## src/hw/rtl/crcfp_pkg.sv

```systemverilog
// Shared types, constants and the CRC-16/CCITT-FALSE byte update for the frame parser.
`default_nettype none

package crcfp_pkg;

    localparam logic [15:0] CRC_INIT = 16'hFFFF;
    localparam logic [15:0] CRC_POLY = 16'h1021;

    typedef enum logic [1:0] {
        KIND_PAYLOAD = 2'd0,
        KIND_ACCEPT  = 2'd1,
        KIND_REJECT  = 2'd2
    } kind_t;

    typedef enum logic [2:0] {
        ERR_OK        = 3'd0,
        ERR_SHORT     = 3'd1,
        ERR_HEADER    = 3'd2,
        ERR_TYPE      = 3'd3,
        ERR_TOO_LARGE = 3'd4,
        ERR_CRC       = 3'd5
    } err_t;

    typedef struct packed {
        logic [15:0] header_word;
        logic [7:0]  type_request;
        logic [7:0]  type_response;
        logic [7:0]  type_event;
        logic [7:0]  type_status;
        logic [15:0] max_payload;
    } cfg_t;

    typedef struct packed {
        kind_t       kind;
        logic [7:0]  data;
        logic [7:0]  dev;
        logic [7:0]  ftype;
        logic [7:0]  cmd;
        logic        is_status;
        logic [15:0] len;
        err_t        err;
    } rec_t;

    function automatic logic [15:0] crc16_byte(input logic [15:0] crc_in, input logic [7:0] data);
        logic [15:0] c;
        c = crc_in ^ {data, 8'h00};
        for (int i = 0; i < 8; i++)
        begin
            c = c[15] ? ({c[14:0], 1'b0} ^ CRC_POLY) : {c[14:0], 1'b0};
        end
        return c;
    endfunction

endpackage

`default_nettype wire

```

## src/hw/rtl/crcfp_front.sv

```systemverilog
// Front end: accepts buffer bytes, tracks frame position and CRC, and classifies each byte.
`default_nettype none

module crcfp_front
    import crcfp_pkg::*;
(
    input  wire logic       clk,
    input  wire logic       rst_n,
    input  wire cfg_t       cfg,
    input  wire logic       in_valid,
    output logic            in_ready,
    input  wire logic [7:0] in_byte,
    input  wire logic       start_req,
    input  wire logic       buf_end,
    output logic            push_valid,
    input  wire logic       push_ready,
    output rec_t            push_data
);

    logic [16:0] pos_reg, pos_next;
    logic [15:0] crc_reg, crc_next;
    logic [7:0]  hdr_high_reg, hdr_high_next;
    logic        header_bad_reg, header_bad_next;
    logic [7:0]  dev_reg, dev_next;
    logic [7:0]  ftype_reg, ftype_next;
    logic [7:0]  cmd_reg, cmd_next;
    logic [15:0] len_reg, len_next;
    logic [7:0]  rxh_reg, rxh_next;
    logic        done_reg, done_next;

    logic        in_fire;
    logic [16:0] p;
    logic [15:0] crc_cur;
    logic [15:0] crc_upd;
    logic [7:0]  hdr_eff, dev_eff, ftype_eff, cmd_eff, rxh_eff;
    logic        hb_eff, done_eff;
    logic [15:0] len_eff;
    logic [16:0] len_x;
    logic        stat;
    logic        type_known;
    logic        crc_ok;

    function automatic rec_t make_reject(input err_t code);
        rec_t r;
        r      = '0;
        r.kind = KIND_REJECT;
        r.err  = code;
        return r;
    endfunction

    assign in_ready = push_ready;
    assign in_fire  = in_valid && in_ready;

    assign p         = start_req ? 17'd0 : pos_reg;
    assign crc_cur   = start_req ? CRC_INIT : crc_reg;
    assign hdr_eff   = start_req ? 8'h00 : hdr_high_reg;
    assign hb_eff    = start_req ? 1'b0 : header_bad_reg;
    assign dev_eff   = start_req ? 8'h00 : dev_reg;
    assign ftype_eff = start_req ? 8'h00 : ftype_reg;
    assign cmd_eff   = start_req ? 8'h00 : cmd_reg;
    assign len_eff   = start_req ? 16'h0000 : len_reg;
    assign rxh_eff   = start_req ? 8'h00 : rxh_reg;
    assign done_eff  = start_req ? 1'b0 : done_reg;

    assign len_x      = {1'b0, len_eff};
    assign crc_upd    = crc16_byte(crc_cur, in_byte);
    assign stat       = (ftype_eff == cfg.type_status);
    assign type_known = (ftype_eff == cfg.type_request) || (ftype_eff == cfg.type_response)
                        || (ftype_eff == cfg.type_event);
    assign crc_ok     = ({rxh_eff, in_byte} == crc_cur);

    always_comb
    begin
        rec_t fin;
        fin           = '0;
        fin.kind      = KIND_ACCEPT;
        fin.dev       = dev_eff;
        fin.ftype     = ftype_eff;
        fin.cmd       = cmd_eff;
        fin.is_status = (p == 17'd7) && stat;
        fin.len       = len_eff;
        fin.err       = ERR_OK;
        if (!crc_ok)
        begin
            fin = make_reject(ERR_CRC);
        end

        pos_next        = pos_reg;
        crc_next        = crc_reg;
        hdr_high_next   = hdr_high_reg;
        header_bad_next = header_bad_reg;
        dev_next        = dev_reg;
        ftype_next      = ftype_reg;
        cmd_next        = cmd_reg;
        len_next        = len_reg;
        rxh_next        = rxh_reg;
        done_next       = done_reg;
        push_valid      = 1'b0;
        push_data       = '0;

        if (in_fire)
        begin
            pos_next        = p;
            crc_next        = crc_cur;
            hdr_high_next   = hdr_eff;
            header_bad_next = hb_eff;
            dev_next        = dev_eff;
            ftype_next      = ftype_eff;
            cmd_next        = cmd_eff;
            len_next        = len_eff;
            rxh_next        = rxh_eff;
            done_next       = done_eff;

            if (!done_eff)
            begin
                if (p < 17'd7)
                begin
                    unique case (p[2:0])
                        3'd0: hdr_high_next = in_byte;
                        3'd1: header_bad_next = ({hdr_eff, in_byte} != cfg.header_word);
                        3'd2: dev_next = in_byte;
                        3'd3: ftype_next = in_byte;
                        3'd4: cmd_next = in_byte;
                        3'd5: len_next = {8'h00, in_byte};
                        default:
                        begin
                            if (stat)
                            begin
                                rxh_next = in_byte;
                            end
                            else
                            begin
                                len_next = {len_eff[7:0], in_byte};
                            end
                        end
                    endcase
                    if (p >= 17'd2 && (p <= 17'd5 || (p == 17'd6 && !stat)))
                    begin
                        crc_next = crc_upd;
                    end
                    if (buf_end)
                    begin
                        push_valid = 1'b1;
                        push_data  = make_reject(ERR_SHORT);
                        done_next  = 1'b1;
                    end
                    else
                    begin
                        pos_next = p + 17'd1;
                    end
                end
                else
                begin
                    priority if (p == 17'd7 && hb_eff)
                    begin
                        push_valid = 1'b1;
                        push_data  = make_reject(ERR_HEADER);
                        done_next  = 1'b1;
                    end
                    else if (p == 17'd7 && stat)
                    begin
                        push_valid = 1'b1;
                        push_data  = fin;
                        done_next  = 1'b1;
                    end
                    else if (p == 17'd7 && !type_known)
                    begin
                        push_valid = 1'b1;
                        push_data  = make_reject(ERR_TYPE);
                        done_next  = 1'b1;
                    end
                    else if (p == 17'd7 && len_eff > cfg.max_payload)
                    begin
                        push_valid = 1'b1;
                        push_data  = make_reject(ERR_TOO_LARGE);
                        done_next  = 1'b1;
                    end
                    else if (p >= len_x + 17'd8)
                    begin
                        push_valid = 1'b1;
                        push_data  = fin;
                        done_next  = 1'b1;
                    end
                    else if (buf_end)
                    begin
                        push_valid = 1'b1;
                        push_data  = make_reject(ERR_SHORT);
                        done_next  = 1'b1;
                    end
                    else
                    begin
                        pos_next = p + 17'd1;
                        if (p <= len_x + 17'd6)
                        begin
                            crc_next       = crc_upd;
                            push_valid     = 1'b1;
                            push_data.kind = KIND_PAYLOAD;
                            push_data.data = in_byte;
                        end
                        else
                        begin
                            rxh_next = in_byte;
                        end
                    end
                end
            end
        end
    end

    always_ff @(posedge clk or negedge rst_n)
    begin
        if (!rst_n)
        begin
            pos_reg        <= '0;
            crc_reg        <= CRC_INIT;
            hdr_high_reg   <= '0;
            header_bad_reg <= 1'b0;
            dev_reg        <= '0;
            ftype_reg      <= '0;
            cmd_reg        <= '0;
            len_reg        <= '0;
            rxh_reg        <= '0;
            done_reg       <= 1'b1;
        end
        else
        begin
            pos_reg        <= pos_next;
            crc_reg        <= crc_next;
            hdr_high_reg   <= hdr_high_next;
            header_bad_reg <= header_bad_next;
            dev_reg        <= dev_next;
            ftype_reg      <= ftype_next;
            cmd_reg        <= cmd_next;
            len_reg        <= len_next;
            rxh_reg        <= rxh_next;
            done_reg       <= done_next;
        end
    end

    a_push_needs_input: assert property (@(posedge clk) disable iff (!rst_n)
        push_valid |-> in_fire)
        else $error("result pushed without an input transaction");

    a_verdict_closes: assert property (@(posedge clk) disable iff (!rst_n)
        push_valid && push_data.kind != KIND_PAYLOAD |=> done_reg)
        else $error("verdict did not close the frame");

    a_done_holds: assert property (@(posedge clk) disable iff (!rst_n)
        done_reg && !(in_valid && start_req) |=> done_reg)
        else $error("parser left idle without a start");

    a_payload_position: assert property (@(posedge clk) disable iff (!rst_n)
        push_valid && push_data.kind == KIND_PAYLOAD |-> !start_req && pos_reg >= 17'd7)
        else $error("payload byte before the length field");

endmodule

`default_nettype wire

```

## src/hw/rtl/crcfp_queue.sv

```systemverilog
// Short result queue between the parser front end and the output stage.
`default_nettype none

module crcfp_queue
    import crcfp_pkg::*;
#(
    parameter int DEPTH = 2
)
(
    input  wire logic clk,
    input  wire logic rst_n,
    input  wire logic push_valid,
    output logic      push_ready,
    input  wire rec_t push_data,
    output logic      pop_valid,
    input  wire logic pop_ready,
    output rec_t      pop_data
);

    localparam int PTR_W = $clog2(DEPTH);
    localparam int CNT_W = $clog2(DEPTH + 1);

    rec_t             mem_reg [DEPTH];
    logic [PTR_W-1:0] wr_ptr_reg, wr_ptr_next;
    logic [PTR_W-1:0] rd_ptr_reg, rd_ptr_next;
    logic [CNT_W-1:0] count_reg, count_next;
    logic             push_fire, pop_fire;

    assign push_ready = (count_reg != CNT_W'(DEPTH));
    assign pop_valid  = (count_reg != '0);
    assign pop_data   = mem_reg[rd_ptr_reg];
    assign push_fire  = push_valid && push_ready;
    assign pop_fire   = pop_valid && pop_ready;

    always_comb
    begin
        wr_ptr_next = wr_ptr_reg;
        rd_ptr_next = rd_ptr_reg;
        count_next  = count_reg;
        if (push_fire)
        begin
            wr_ptr_next = (wr_ptr_reg == PTR_W'(DEPTH - 1)) ? '0 : wr_ptr_reg + PTR_W'(1);
        end
        if (pop_fire)
        begin
            rd_ptr_next = (rd_ptr_reg == PTR_W'(DEPTH - 1)) ? '0 : rd_ptr_reg + PTR_W'(1);
        end
        if (push_fire && !pop_fire)
        begin
            count_next = count_reg + CNT_W'(1);
        end
        else if (pop_fire && !push_fire)
        begin
            count_next = count_reg - CNT_W'(1);
        end
    end

    always_ff @(posedge clk or negedge rst_n)
    begin
        if (!rst_n)
        begin
            wr_ptr_reg <= '0;
            rd_ptr_reg <= '0;
            count_reg  <= '0;
        end
        else
        begin
            wr_ptr_reg <= wr_ptr_next;
            rd_ptr_reg <= rd_ptr_next;
            count_reg  <= count_next;
        end
    end

    always_ff @(posedge clk)
    begin
        if (push_fire)
        begin
            mem_reg[wr_ptr_reg] <= push_data;
        end
    end

endmodule

`default_nettype wire

```

## src/hw/rtl/crcfp_back.sv

```systemverilog
// Output stage: expands queued results into the result fields and holds them for the consumer.
`default_nettype none

module crcfp_back
    import crcfp_pkg::*;
(
    input  wire logic clk,
    input  wire logic rst_n,
    input  wire logic pop_valid,
    output logic      pop_ready,
    input  wire rec_t pop_data,
    output logic        out_valid,
    input  wire logic   out_ready,
    output logic [1:0]  kind,
    output logic [7:0]  payload_byte,
    output logic [7:0]  node_id,
    output logic [7:0]  type_code,
    output logic [7:0]  command,
    output logic        is_status,
    output logic [7:0]  status_code,
    output logic [15:0] body_len,
    output logic [16:0] total_len,
    output logic [2:0]  error_code
);

    logic        valid_reg, valid_next;
    kind_t       kind_reg, kind_next;
    logic [7:0]  pbyte_reg, pbyte_next;
    logic [7:0]  dev_reg, dev_next;
    logic [7:0]  ftype_reg, ftype_next;
    logic [7:0]  cmd_reg, cmd_next;
    logic        stat_reg, stat_next;
    logic [7:0]  scode_reg, scode_next;
    logic [15:0] plen_reg, plen_next;
    logic [16:0] flen_reg, flen_next;
    err_t        err_reg, err_next;
    logic        load;

    assign pop_ready = !valid_reg || out_ready;
    assign load      = pop_valid && pop_ready;

    always_comb
    begin
        valid_next = valid_reg;
        kind_next  = kind_reg;
        pbyte_next = pbyte_reg;
        dev_next   = dev_reg;
        ftype_next = ftype_reg;
        cmd_next   = cmd_reg;
        stat_next  = stat_reg;
        scode_next = scode_reg;
        plen_next  = plen_reg;
        flen_next  = flen_reg;
        err_next   = err_reg;
        if (valid_reg && out_ready)
        begin
            valid_next = 1'b0;
        end
        if (load)
        begin
            valid_next = 1'b1;
            kind_next  = pop_data.kind;
            pbyte_next = '0;
            dev_next   = '0;
            ftype_next = '0;
            cmd_next   = '0;
            stat_next  = 1'b0;
            scode_next = '0;
            plen_next  = '0;
            flen_next  = '0;
            err_next   = ERR_OK;
            unique case (pop_data.kind)
                KIND_PAYLOAD:
                begin
                    pbyte_next = pop_data.data;
                end
                KIND_ACCEPT:
                begin
                    dev_next   = pop_data.dev;
                    ftype_next = pop_data.ftype;
                    cmd_next   = pop_data.cmd;
                    stat_next  = pop_data.is_status;
                    if (pop_data.is_status)
                    begin
                        scode_next = pop_data.len[7:0];
                        flen_next  = 17'd8;
                    end
                    else
                    begin
                        plen_next = pop_data.len;
                        flen_next = {1'b0, pop_data.len} + 17'd9;
                    end
                end
                default:
                begin
                    err_next = pop_data.err;
                end
            endcase
        end
    end

    always_ff @(posedge clk or negedge rst_n)
    begin
        if (!rst_n)
        begin
            valid_reg <= 1'b0;
        end
        else
        begin
            valid_reg <= valid_next;
        end
    end

    always_ff @(posedge clk)
    begin
        kind_reg  <= kind_next;
        pbyte_reg <= pbyte_next;
        dev_reg   <= dev_next;
        ftype_reg <= ftype_next;
        cmd_reg   <= cmd_next;
        stat_reg  <= stat_next;
        scode_reg <= scode_next;
        plen_reg  <= plen_next;
        flen_reg  <= flen_next;
        err_reg   <= err_next;
    end

    assign out_valid    = valid_reg;
    assign kind         = kind_reg;
    assign payload_byte = pbyte_reg;
    assign node_id      = dev_reg;
    assign type_code    = ftype_reg;
    assign command      = cmd_reg;
    assign is_status    = stat_reg;
    assign status_code  = scode_reg;
    assign body_len     = plen_reg;
    assign total_len    = flen_reg;
    assign error_code   = err_reg;

endmodule

`default_nettype wire

```

## src/hw/rtl/crc16_frame_parser.sv

```systemverilog
// Top level of the CRC-16 framed packet parser: config registers, front end, queue, output.
// Path: a result passes through the result queue and then the output register before it
//   is presented on the outputs.
// Throughput: one byte per cycle; the front end's 8-bit CRC update is combinational;
//   input keeps flowing while results wait, until the result queue and output register fill.
// Reset: parser idles and ignores bytes until a byte with start_req; configuration
//   registers return to their defaults; queue and output register empty.
`default_nettype none

module crc16_frame_parser
    import crcfp_pkg::*;
#(
    parameter int QUEUE_DEPTH = 2
)
(
    input  wire logic        clk,
    input  wire logic        rst_n,
    input  wire logic        cfg_valid,
    output logic             cfg_ready,
    input  wire logic [2:0]  cfg_index,
    input  wire logic [15:0] cfg_data,
    input  wire logic        in_valid,
    output logic             in_ready,
    input  wire logic [7:0]  in_byte,
    input  wire logic        start_req,
    input  wire logic        buf_end,
    output logic             out_valid,
    input  wire logic        out_ready,
    output logic [1:0]       kind,
    output logic [7:0]       payload_byte,
    output logic [7:0]       node_id,
    output logic [7:0]       type_code,
    output logic [7:0]       command,
    output logic             is_status,
    output logic [7:0]       status_code,
    output logic [15:0]      body_len,
    output logic [16:0]      total_len,
    output logic [2:0]       error_code
);

    localparam logic [2:0] REG_HEADER_WORD   = 3'd0;
    localparam logic [2:0] REG_TYPE_REQUEST  = 3'd1;
    localparam logic [2:0] REG_TYPE_RESPONSE = 3'd2;
    localparam logic [2:0] REG_TYPE_EVENT    = 3'd3;
    localparam logic [2:0] REG_TYPE_STATUS   = 3'd4;
    localparam logic [2:0] REG_MAX_PAYLOAD   = 3'd5;

    cfg_t cfg_reg, cfg_next;
    logic push_valid, push_ready;
    rec_t push_data;
    logic pop_valid, pop_ready;
    rec_t pop_data;

    assign cfg_ready = 1'b1;

    always_comb
    begin
        cfg_next = cfg_reg;
        if (cfg_valid && cfg_ready)
        begin
            unique case (cfg_index)
                REG_HEADER_WORD:   cfg_next.header_word   = cfg_data;
                REG_TYPE_REQUEST:  cfg_next.type_request  = cfg_data[7:0];
                REG_TYPE_RESPONSE: cfg_next.type_response = cfg_data[7:0];
                REG_TYPE_EVENT:    cfg_next.type_event    = cfg_data[7:0];
                REG_TYPE_STATUS:   cfg_next.type_status   = cfg_data[7:0];
                REG_MAX_PAYLOAD:   cfg_next.max_payload   = cfg_data;
                default:           cfg_next = cfg_reg;
            endcase
        end
    end

    always_ff @(posedge clk or negedge rst_n)
    begin
        if (!rst_n)
        begin
            cfg_reg.header_word   <= 16'hAA55;
            cfg_reg.type_request  <= 8'd1;
            cfg_reg.type_response <= 8'd2;
            cfg_reg.type_event    <= 8'd3;
            cfg_reg.type_status   <= 8'd4;
            cfg_reg.max_payload   <= 16'd256;
        end
        else
        begin
            cfg_reg <= cfg_next;
        end
    end

    crcfp_front u_front (
        .clk        (clk),
        .rst_n      (rst_n),
        .cfg        (cfg_reg),
        .in_valid   (in_valid),
        .in_ready   (in_ready),
        .in_byte    (in_byte),
        .start_req  (start_req),
        .buf_end    (buf_end),
        .push_valid (push_valid),
        .push_ready (push_ready),
        .push_data  (push_data)
    );

    crcfp_queue #(
        .DEPTH (QUEUE_DEPTH)
    ) u_queue (
        .clk        (clk),
        .rst_n      (rst_n),
        .push_valid (push_valid),
        .push_ready (push_ready),
        .push_data  (push_data),
        .pop_valid  (pop_valid),
        .pop_ready  (pop_ready),
        .pop_data   (pop_data)
    );

    crcfp_back u_back (
        .clk          (clk),
        .rst_n        (rst_n),
        .pop_valid    (pop_valid),
        .pop_ready    (pop_ready),
        .pop_data     (pop_data),
        .out_valid    (out_valid),
        .out_ready    (out_ready),
        .kind         (kind),
        .payload_byte (payload_byte),
        .node_id      (node_id),
        .type_code    (type_code),
        .command      (command),
        .is_status    (is_status),
        .status_code  (status_code),
        .body_len     (body_len),
        .total_len    (total_len),
        .error_code   (error_code)
    );

endmodule

`default_nettype wire
```

## config.mk

```make
export PLATFORM = sky130hd
export DESIGN_NAME = crc16_frame_parser
export DESIGN_NICKNAME = d
export VERILOG_FILES = /design/src/hw/rtl/crcfp_pkg.sv /design/src/hw/rtl/crcfp_front.sv /design/src/hw/rtl/crcfp_queue.sv /design/src/hw/rtl/crcfp_back.sv /design/src/hw/rtl/crc16_frame_parser.sv
export SDC_FILE = /design/constraint.sdc
export NUM_CORES = 1
export LEC_CHECK = 0
export BUFFER_PORTS_ARGS = -buffer_cell sky130_fd_sc_hd__buf_2
export CORE_ASPECT_RATIO = 1.2
export CORE_MARGIN = 2
export CORE_UTILIZATION = 35
export CTS_BUF_LIST = sky130_fd_sc_hd__clkbuf_16
export CTS_CLUSTER_SIZE = 24
export DETAILED_ROUTE_END_ITERATION = 10
export HOLD_SLACK_MARGIN = 0.03
export PLACE_DENSITY_LB_ADDON = 0.2
export SYNTH_ARGS = -nofsm -noshare
export SYNTH_HDL_FRONTEND = slang
export SYNTH_SLANG_ARGS = --single-unit
```

## constraint.sdc

```tcl
create_clock -name clk -period 17.8 [get_ports clk]
set_input_delay 0.89 -clock clk [delete_from_list [all_inputs] [get_ports clk]]
set_output_delay 0.89 -clock clk [all_outputs]
set_load 0.005 [all_outputs]
```

Yosys cells after proc, flatten, opt, wreduce, memory -nomap -nowiden
Memory sizes are Yosys's and may differ from the RTL's.
Cells that the tools add are included.
Cells by class
  shift operators: 0
  div/mod/pow operators: 0
  mux-type cells: 106
  $mul: 0
  equality and inequality tests: 20
  bitwise logic cells: 10
  add/sub/neg operators: 8
  reductions and logical operators: 38
  $lt $le $gt $ge: 6
Operators by type and width (number)
  $mux W54: 10
  $mux W16: 15
  $mux W8: 29
  $mux W17: 9
  $mux W13: 8
  $add A16 B4 Y17 const B: 2
  $eq A17 B3 Y1 const B: 2
  $eq A8 B8 Y1: 4
  $pmux W16 S2: 1
  $mux W1: 30
  $not A3 Y3: 8
  $add A16 B3 Y17 const B: 1
  $add A17 B1 Y17 const B: 1
  $ge A17 B17 Y1: 1
  $ge A17 B2 Y1 const B: 1
  $le A17 B17 Y1: 1
  $le A17 B3 Y1 const B: 1
  $lt A17 B3 Y1 const B: 1
  $eq A16 B16 Y1: 1
  $gt A16 B16 Y1: 1
  $ne A16 B16 Y1: 1
  $xor A16 B16 Y16: 1
  $reduce_and A2 Y1: 7
  $eq A3 B2 Y1 const B: 4
  20 further kinds: 48
Storage, ports and cells
  memories: 1
  bits of input ports: 34
  output and inout port bits: 82
  bits in registers: 239
  latch bits: 0
  ROM bits: 0
  RAM bits: 108
Memory list
  u_queue.mem_reg: words 2, width 54, rd ports 1, clocked after Yosys merged registers in 0, write ports 1, line crcfp_queue.sv:23  | rec_t mem_reg [DEPTH];

Longest topological paths before layout
Gate-level depths: netlist of run 1.
  depth after elaboration: 27
  gate-level depth with buffers: 27
  depth with buffers taken out: 19

Modules after synthesis
A second synthesis of run 1 with hierarchy kept.
Second synthesis, totals
  cell total of the unflattened synthesis: 1556
  area, all modules: 18517.8 µm²
Modules (own cells, without submodules)
  crcfp_front: cells each 1020, area each 8466.9 µm², seq. area each 2298.5 µm², instances 1
  crcfp_queue: cells each 186, area each 4340.4 µm², seq. area each 3343.2 µm², instances 1
  crcfp_back: cells each 208, area each 3239.4 µm², seq. area each 2397.3 µm², instances 1
  crc16_frame_parser: cells each 142, area each 2471.1 µm², seq. area each 1619.1 µm², instances 1

Worst setup path after synthesis of run 1
OpenSTA, ideal clock, no wires.
  path type: input to register
  start: input port start_req
  end: memory u_queue.mem_reg[0][0] in the netlist's numbering, enable pin
  slack: 10.021 ns
  buffers on the path: 8
  arrival: 7.307 ns
  data required time: 17.328 ns
  stages: 24
  path through: buf_4 buf_2 buf_2 buf_2 buf_4 buf_2 buf_2 buf_1 nor2b_1 ha_1 and3_1 and3_1 nand3_1 nor3_1 nand3_1 xor2_1 ha_1 nand2_1 o21a_1 o211ai_1 o21ai_0 nor3_2 a41oi_1 nor2b_1
On the way
  word-level cells in the longest chain between the ends: 16
  elaborated cells on any way between the ends: 36
RTL lines
  start, declared: line crc16_frame_parser.sv:25  | input wire logic start_req,
  $mux W16: line crcfp_front.sv:61  | assign len_eff = start_req ? 16'h0000 : len_reg;
  $add A16 B3 Y17: line crcfp_front.sv:193  | if (p <= len_x + 17'd6)
  $le A17 B17 Y1: line crcfp_front.sv:193
  $mux W1: line crcfp_front.sv:193
  $mux W1: line crcfp_front.sv:184  | else if (buf_end)
  $mux W1: line crcfp_front.sv:178  | else if (p >= len_x + 17'd8)
  $mux W1: line crcfp_front.sv:172  | else if (p == 17'd7 && len_eff > cfg.max_payload)
  $mux W1: line crcfp_front.sv:166  | else if (p == 17'd7 && !type_known)
  $mux W1: line crcfp_front.sv:160  | else if (p == 17'd7 && stat)
  $mux W1: line crcfp_front.sv:154  | priority if (p == 17'd7 && hb_eff)
  $mux W1: line crcfp_front.sv:116  | if (p < 17'd7)
  $mux W1 *: line crcfp_front.sv:114  | if (!done_eff)
  $mux W1 *: line crcfp_front.sv:101  | if (in_fire)
  $logic_and A1 B1 Y1 *: line crcfp_queue.sv:32  | assign push_fire = push_valid && push_ready;
  named net u_queue.push_fire: line crcfp_queue.sv:27  | logic push_fire, pop_fire;
  $mux W1 *: line crcfp_queue.sv:76  | if (push_fire)
  $mux W1 (not written as such) *: line crcfp_queue.sv:78  | mem_reg[wr_ptr_reg] <= push_data;
  end, declared: line crcfp_queue.sv:23
Mark *: on every way through the listed nets, which the timed path passes. The rest lies on a longest branch.

Final worst setup path of run 1
  start: input port start_req
  end: memory u_queue.mem_reg[1][31] in the netlist's numbering, enable pin
Same word-level chain as after synthesis.

==> out/metrics.json, run 1 <==
{
  "run_status": {
    "status": "complete, no violations"
  },
  "clock_tree": {
    "clock_pin_slew_on_the_worst_setup_and_hold_paths_ps": 60,
    "cts_num_sinks": 347,
    "clock_insertion_delay_worst_skew_ps": 560,
    "tritoncts.num_buffers": 38,
    "cts_buffer_depth": 3,
    "ctsHoldBuffers": 0,
    "cts_setup_buffers": 0,
    "ctsRootBufferMaster": "sky130_fd_sc_hd__clkbuf_16",
    "cts_tree": "yes",
    "ctsResizeCount": 0,
    "cts-htree-levels": 2
  },
  "synthesis": {
    "netlist_top_cells_count": "sky130_fd_sc_hd__edfxtp_1, sky130_fd_sc_hd__nor2_1, sky130_fd_sc_hd__dfrtp_1",
    "synth.avg_cell_area_sq_um": 11.13,
    "yosysWarningCount": 0,
    "synth_top_cell_area_share": 0.3022,
    "synth_fp_nets": 1758,
    "synthesis.area_sq_um": 18580,
    "yosysSeqAreaShare": 0.5198,
    "synth.top_cells.by_area": "sky130_fd_sc_hd__edfxtp_1, sky130_fd_sc_hd__dfrtp_1, sky130_fd_sc_hd__dfstp_2, sky130_fd_sc_hd__mux2_2, sky130_fd_sc_hd__nor2_1",
    "syn-instance-count": 1669,
    "synth_top_flop_cell": "sky130_fd_sc_hd__edfxtp_1",
    "yosysUniqueCellTypes": 88,
    "yosys.area.top_type": "sky130_fd_sc_hd__edfxtp_1",
    "synthMostInstantiatedCell": "sky130_fd_sc_hd__edfxtp_1",
    "synth-edff-count": 187,
    "synth-seq-cells": 347,
    "synth_async_sr_flop_share": 0.4611
  },
  "critical_path": {
    "worstSetupPathType": "in2reg",
    "crit_arrival_ps": 6180,
    "worstPathMaxFanout": 54,
    "ff2ff_setup_slack_ps": 12310,
    "crit_path_end_kind": "flop",
    "reg2reg_depth": 13,
    "start_kind": "primary input",
    "reg2reg_to": "u_queue.mem_reg[1][31]",
    "rr_startpoint": "u_front.len_reg[8]",
    "cp_data_required_time_ps": 18010
  },
  "layout": {
    "post_route_cells_drive_above_1_share": 0.1801,
    "largest_register_ff_count": 108,
    "final_util": 0.3997,
    "num_antenna_cells": 0,
    "final_nets": 1830,
    "layout-area-overhead-vs-synth_pct": 12.91
  },
  "sta": {
    "drv_slew": 0,
    "rsz0062_at_grt": "false",
    "setup_viol": 0,
    "final_period_minus_worst_setup_slack_ps": 5971,
    "final.setup_skew_ps": 18.42,
    "final-hold-violation-count": 0,
    "final_min_period_over_clock_period": 0.3355,
    "transition_time_of_the_tightest_slew_check_pin_ps": 1092,
    "max-slew-margin-rel": 0.2721,
    "fmaxAchievable_mhz": 167.5,
    "setup_total_negative_slack_ps": 0
  },
  "global_route": {
    "antenna_found_initial": 0,
    "met3_usage": 0.03001,
    "gr-usage-met2": 0.3091,
    "grt_use_total": 0.1840,
    "grtUsageMet1": 0.2392,
    "grt_pass1_vias": 13500,
    "wire_length_of_the_first_global_routing_pass_um": 79630,
    "grt_remaining_overflow": 0,
    "grt_most_used_layer": "met2",
    "grt_max_degree": 80
  },
  "power_and_ir_drop": {
    "p_per_area_nw_per_um2": 141.1,
    "max-vdd-ir-drop_mv": 0.05990,
    "static-leakage-power_nw": 8.434
  },
  "floorplanning": {
    "core.rowCount": 92,
    "fp.dieW_um": 214.3,
    "die_h_um": 256.4,
    "design.core.area_sq_um": 52490,
    "floorplan.initialDensity": 0.3540,
    "ios": 116,
    "die_area_sq_um": 54950
  },
  "drt": {
    "detailroute.via_count": 13410,
    "route.detailed.drc": 0,
    "wire_per_inst_um": 20.60,
    "drt.antenna.violating_nets": 0,
    "drt-total-wl_um": 51010,
    "vias_per_cell": 5.417,
    "drt_pass1_iterations": 5,
    "dr.first_iter.drc_count": 915
  },
  "placed_design": {
    "buffer_ports.inserted": 114,
    "gp_congestion": 0.8764,
    "place_hpwl_um": 35440
  },
  "hold_path": {
    "class_of_the_worst_hold_path": "in2async"
  },
  "flow_run": {
    "cap_viol_max_count": 0
  }
}
-- report_power, final --
| group | internal (mW) | switching (mW) | total (mW) |
|---|---|---|---|
| logic | 0.384 | 0.526 | 0.910 |
| clock network | 0.447 | 0.332 | 0.778 |
| registers | 1.10 | 0.173 | 1.27 |
| total | 1.93 | 1.03 | 2.96 |
-- worst max-delay path: stages --
cell and delay (ps):
sky130_fd_sc_hd__buf_4 220, sky130_fd_sc_hd__buf_4 320, sky130_fd_sc_hd__nor2b_1 670, sky130_fd_sc_hd__and3_1 280
sky130_fd_sc_hd__nand2_1 100, sky130_fd_sc_hd__nor4_1 590, sky130_fd_sc_hd__nand3_1 160, sky130_fd_sc_hd__ha_1 330
sky130_fd_sc_hd__and4_1 210, sky130_fd_sc_hd__a221oi_1 660, sky130_fd_sc_hd__nand2_1 210, sky130_fd_sc_hd__nor3_2 420
sky130_fd_sc_hd__a41oi_1 400, sky130_fd_sc_hd__and2_2 310, sky130_fd_sc_hd__buf_4 340
-- routing by layer --
layer,vias to the layer above,part of all wire
li1,6292,-
met1,6633,0.44
met2,399,0.48
met3,88,0.050
met4,0,0.032
met5,-,0
-- worst max path at each step --
| stage | start | cells after the start | end | slack [ps] |
|---|---|---|---|---|
| after global placement | start_req | 15 | u_queue.mem_reg[1][41] | 11420 |
| after CTS | start_req | 15 | u_queue.mem_reg[1][41] | 11870 |
| final | start_req | 15 | u_queue.mem_reg[1][31] | 11830 |
| after global routing | start_req | 15 | u_queue.mem_reg[1][35] | 11500 |
| after detailed placement | start_req | 15 | u_queue.mem_reg[1][33] | 11300 |
| after floorplan | start_req | 24 | u_queue.mem_reg[0][0] | 10020 |
-- cells by family (layout without fill, tap and decap cells) --
logic type | count (synthesis) | after routing | share of synthesized area
xor+xnor | 110 | 110 | 0.05185
simple gates | 569 | 569 | 0.1591
mux | 126 | 126 | 0.07232
other cells | 1 | 1 | 0.0002018
buf+inv | 146 | 248 | 0.03367
flops | 347 | 347 | 0.5198
fa+ha+maj | 55 | 55 | 0.03704
compound gates | 315 | 315 | 0.1261
-- per-stage QoR --
stage / setup WS [ps] / instance area [sq um] / hold WS [ps] / std cells / power, mW
detailed placement: 11300 / 19750 / 477.3 / 2406 / 2.199
global route: 11500 / 20980 / 327.2 / 2476 / 3.142
global placement: 11420 / 19750 / 474.1 / 2406 / 2.183
finish: 11830 / 20980 / 307.2 / 2476 / 2.961
floorplan: 10020 / 18580 / 455.5 / 1669 / 1.889
CTS: 11870 / 20980 / 315.0 / 2476 / 2.990
-- cells in the final DEF, fill, tap and decap left out, types with 29 or more instances in the layout --
cell type	n
sky130_fd_sc_hd__ha_1	55
sky130_fd_sc_hd__and2_1	47
sky130_fd_sc_hd__buf_2	112
sky130_fd_sc_hd__nand2_1	92
sky130_fd_sc_hd__xor2_1	40
sky130_fd_sc_hd__mux2_2	66
sky130_fd_sc_hd__o21ai_0	50
sky130_fd_sc_hd__a22o_1	47
sky130_fd_sc_hd__mux2i_1	60
sky130_fd_sc_hd__nand3_1	29
sky130_fd_sc_hd__a21oi_1	43
sky130_fd_sc_hd__nor2b_1	36
sky130_fd_sc_hd__dfrtp_1	128
sky130_fd_sc_hd__edfxtp_1	187
sky130_fd_sc_hd__xnor2_1	70
sky130_fd_sc_hd__inv_1	51
sky130_fd_sc_hd__nor2_1	183
sky130_fd_sc_hd__clkbuf_16	39
sky130_fd_sc_hd__dfstp_2	31
-- area by class of cell --
class / instances / area [sq um]
Sequential cell: 347 / 9659
Tap cell: 705 / 882.1
Inverter: 45 / 168.9
Timing Repair Buffer: 133 / 721.9
Clock inverter: 31 / 256.5
Multi-Input combinational cell: 1176 / 8314
Fill cell: 5094 / 31510
Clock buffer: 39 / 975.9
Note: power is estimated with default switching activity, not from simulation.
==> inputs of run 2 (changes only) <==
==> constraint.sdc (replaced) <==
create_clock -name clk -period 5.3 [get_ports clk]
set_input_delay 0.265 -clock clk [delete_from_list [all_inputs] [get_ports clk]]
set_output_delay 0.265 -clock clk [all_outputs]
set_load 0.005 [all_outputs]
==> run 2 against run 1 <==
Non-clock buffer count increased by 30; clock-buffer cell count shrank 1; worst hold slack got worse by 210 ps; critical endpoint is now u_queue.mem_reg[1][29].
==> out/metrics.json, run 2 (synthesis results as in run 1) <==
{
  "power_and_ir_drop": {
    "power_switching_mw": 3.507,
    "power.share.sequential": 0.422,
    "totalPowerFinal_mw": 10.05,
    "clkPwrFrac": 0.264,
    "p_per_area_nw_per_um2": 472.3,
    "internal_power_mw": 6.543,
    "max-vdd-ir-drop_mv": 0.2321,
    "static-leakage-power_nw": 8.607,
    "combPwrFrac": 0.314,
    "switching_share": 0.3489
  },
  "critical_path": {
    "critical-path-slowest-cell": "sky130_fd_sc_hd__and2_2",
    "ff2ff_setup_slack_ps": 550,
    "worstPathMaxFanout": 30,
    "worstSetupPathType": "reg2reg",
    "start_kind": "flop",
    "worst_path_max_stage_delay_ps": 620,
    "critPathLaunch": "u_front.len_reg[4]",
    "rr_startpoint": "u_front.len_reg[4]",
    "reg2reg_to": "u_queue.mem_reg[1][29]",
    "crit_path_cell_trace": "nor2b_1 -> ha_1 -> and3_1 -> and3_1 -> nand3_1 -> nor3_2 -> nand3_1 -> xor2_1 -> ha_1 -> nand2_1 -> o21a_1 -> o211ai_1 -> o21ai_1 -> nor3_2 -> a41oi_2 -> and2_2 -> buf_12",
    "cp_data_required_time_ps": 5560,
    "reg2reg_depth": 17,
    "worst_setup_path_endpoint": "u_queue.mem_reg[1][29]",
    "crit_arrival_ps": 5010,
    "crit_path_end_kind": "flop"
  },
  "layout": {
    "final_nets": 1860,
    "layout-area-overhead-vs-synth_pct": 14.53,
    "post_route_cells_drive_above_1_share": 0.1871,
    "final-seq-area_sq_um": 9659,
    "num_antenna_cells": 0,
    "final-instance-count-excl-fill": 2506,
    "footprint_of_the_multi_input_gates_sq_um": 8332,
    "largest_register_ff_count": 108,
    "n_fill_cell": 5066,
    "most-common-layout-cells": "sky130_fd_sc_hd__edfxtp_1, sky130_fd_sc_hd__nor2_1, sky130_fd_sc_hd__dfrtp_1",
    "most_frequent_standard_cell_in_the_layout_excluding_fill_and_tap_cells": "sky130_fd_sc_hd__edfxtp_1",
    "layout.cell_area.non_filler_sq_um": 21280,
    "final_util": 0.4054
  },
  "sta": {
    "final_min_period_over_clock_period": 0.8965,
    "drv_slew": 0,
    "setup_total_negative_slack_ps": 0,
    "fmaxAchievable_mhz": 210.5,
    "transition_time_of_the_tightest_slew_check_pin_ps": 932.3,
    "setup_viol": 0,
    "rsz0062_at_grt": "false",
    "final.setup_skew_ps": 29.93,
    "setup_ws_ps": 548.7,
    "final-hold-violation-count": 0,
    "fin_worst_hold_slack_ps": 100.1,
    "final_period_minus_worst_setup_slack_ps": 4751,
    "max-slew-margin-rel": 0.3751
  },
  "drt": {
    "drt-total-wl_um": 51730,
    "drt_pass1_iterations": 5,
    "dr_wl_met3_um": 2546,
    "wl_met1_um": 22630,
    "vias_per_cell": 5.393,
    "dr.first_iter.drc_count": 901,
    "route.detailed.drc": 0,
    "detailroute.via_count": 13510,
    "drt.antenna.violating_nets": 0,
    "wire_per_inst_um": 20.64,
    "route.met2.wl_um": 24960,
    "route.top_layer_used": "met4"
  },
  "clock_tree": {
    "cts_buffer_depth": 3,
    "clock_insertion_delay_worst_skew_ps": 570,
    "clock_pin_slew_on_the_worst_setup_and_hold_paths_ps": 60,
    "cts_setup_buffers": 0,
    "ctsRootBufferMaster": "sky130_fd_sc_hd__clkbuf_16",
    "cts_tree": "yes",
    "ctsResizeCount": 0,
    "cts-htree-levels": 2,
    "cts_num_sinks": 347,
    "tritoncts.num_buffers": 38
  },
  "global_route": {
    "grt_use_total": 0.1865,
    "wire_length_of_the_first_global_routing_pass_um": 80190,
    "grt_remaining_overflow": 0,
    "grt_pass1_vias": 13630,
    "grt_max_degree": 59,
    "antenna_found_initial": 0
  },
  "hold_path": {
    "class_of_the_worst_hold_path": "in2reg"
  },
  "floorplanning": {
    "ios": 116,
    "design.core.area_sq_um": 52490,
    "floorplan.initialDensity": 0.3540,
    "core.rowCount": 92,
    "die_h_um": 256.4,
    "fp.dieW_um": 214.3,
    "die_area_sq_um": 54950
  },
  "placed_design": {
    "gp_congestion": 0.8955,
    "place.detailed.instances": 2426,
    "preCtsSetupSlack_ps": 517.8,
    "place_hpwl_um": 36370,
    "buffer_ports.inserted": 114,
    "placed_cell_area_sq_um": 19930
  },
  "run_status": {
    "status": "complete, no violations"
  },
  "flow_run": {
    "cap_viol_max_count": 0
  }
}
[run 2: changes by cell type in the layout (fill, tap and decap cells not counted), moves of 2 or more]
cell                            previous run  this run
sky130_fd_sc_hd__nor3_2                    4         6
sky130_fd_sc_hd__clkinvlp_4                6         2
sky130_fd_sc_hd__inv_1                    51        56
sky130_fd_sc_hd__nor3_1                   28        26
sky130_fd_sc_hd__buf_4                    20        39
sky130_fd_sc_hd__dlygate4sd3_1             0        10
sky130_fd_sc_hd__clkinv_2                  6         2
sky130_fd_sc_hd__clkinv_8                  0         2
[run 2: worst min path at each step]
| stage | from | end | slack (ps) | cells after the start |
|---|---|---|---|---|
| 2_1_floorplan | rst_n | cfg_reg[0] | -30 | 0 |
| 3_3_place_gp | rst_n | cfg_reg[34] | 260 | 1 |
| 3_5_place_dp | rst_n | cfg_reg[34] | 260 | 1 |
| 4_1_cts | cfg_data[0] | cfg_reg[24] | 80 | 2 |
| 5_1_grt | cfg_data[4] | cfg_reg[28] | 90 | 2 |
| 6_report | cfg_data[0] | cfg_reg[32] | 100 | 2 |
[run 2: final cells by class]
| cell class | instances | area share |
|---|---|---|
| well taps | 705 | 0.04145 |
| flip-flops and latches | 347 | 0.4539 |
| clock inverters | 32 | 0.01417 |
| clock buffers | 38 | 0.04469 |
| repair buffers | 163 | 0.04627 |
| inverters | 45 | 0.007938 |
| multi-input cells | 1176 | 0.3915 |
[run 2: routing by layer]
metal,vias up,track usage
met5,-,0
met4,0,0.06752
met3,89,0.02788
met2,406,0.3188
met1,6680,0.2398
li1,6339,-
[run 2: power by group through the flow]
stage | clock network (mW) | logic [mW] | registers (mW)
after floorplan | 0 | 2.26 | 4.09
after global placement | 0 | 3.12 | 4.28
after detailed placement | 0 | 3.15 | 4.29
after CTS | 2.72 | 3.18 | 4.24
after global routing | 2.83 | 3.49 | 4.32
final | 2.65 | 3.16 | 4.24
[run 2: what timing repair did]
action,in CTS,in global routing
endpoints found under the hold margin,66,0
setup endpoints to repair,0,0
hold buffers,10,0
[run 2: worst max-delay path: cells and delay by family (launching register included)]
kind	cells	cell delay, ps
buffers and inverters	1	290
AO/OA/AOI/OAI	4	830
AND/OR/NAND/NOR	9	2000
flip-flops	1	510
adder cells (fa/ha/maj)	2	580
XOR/XNOR	1	200
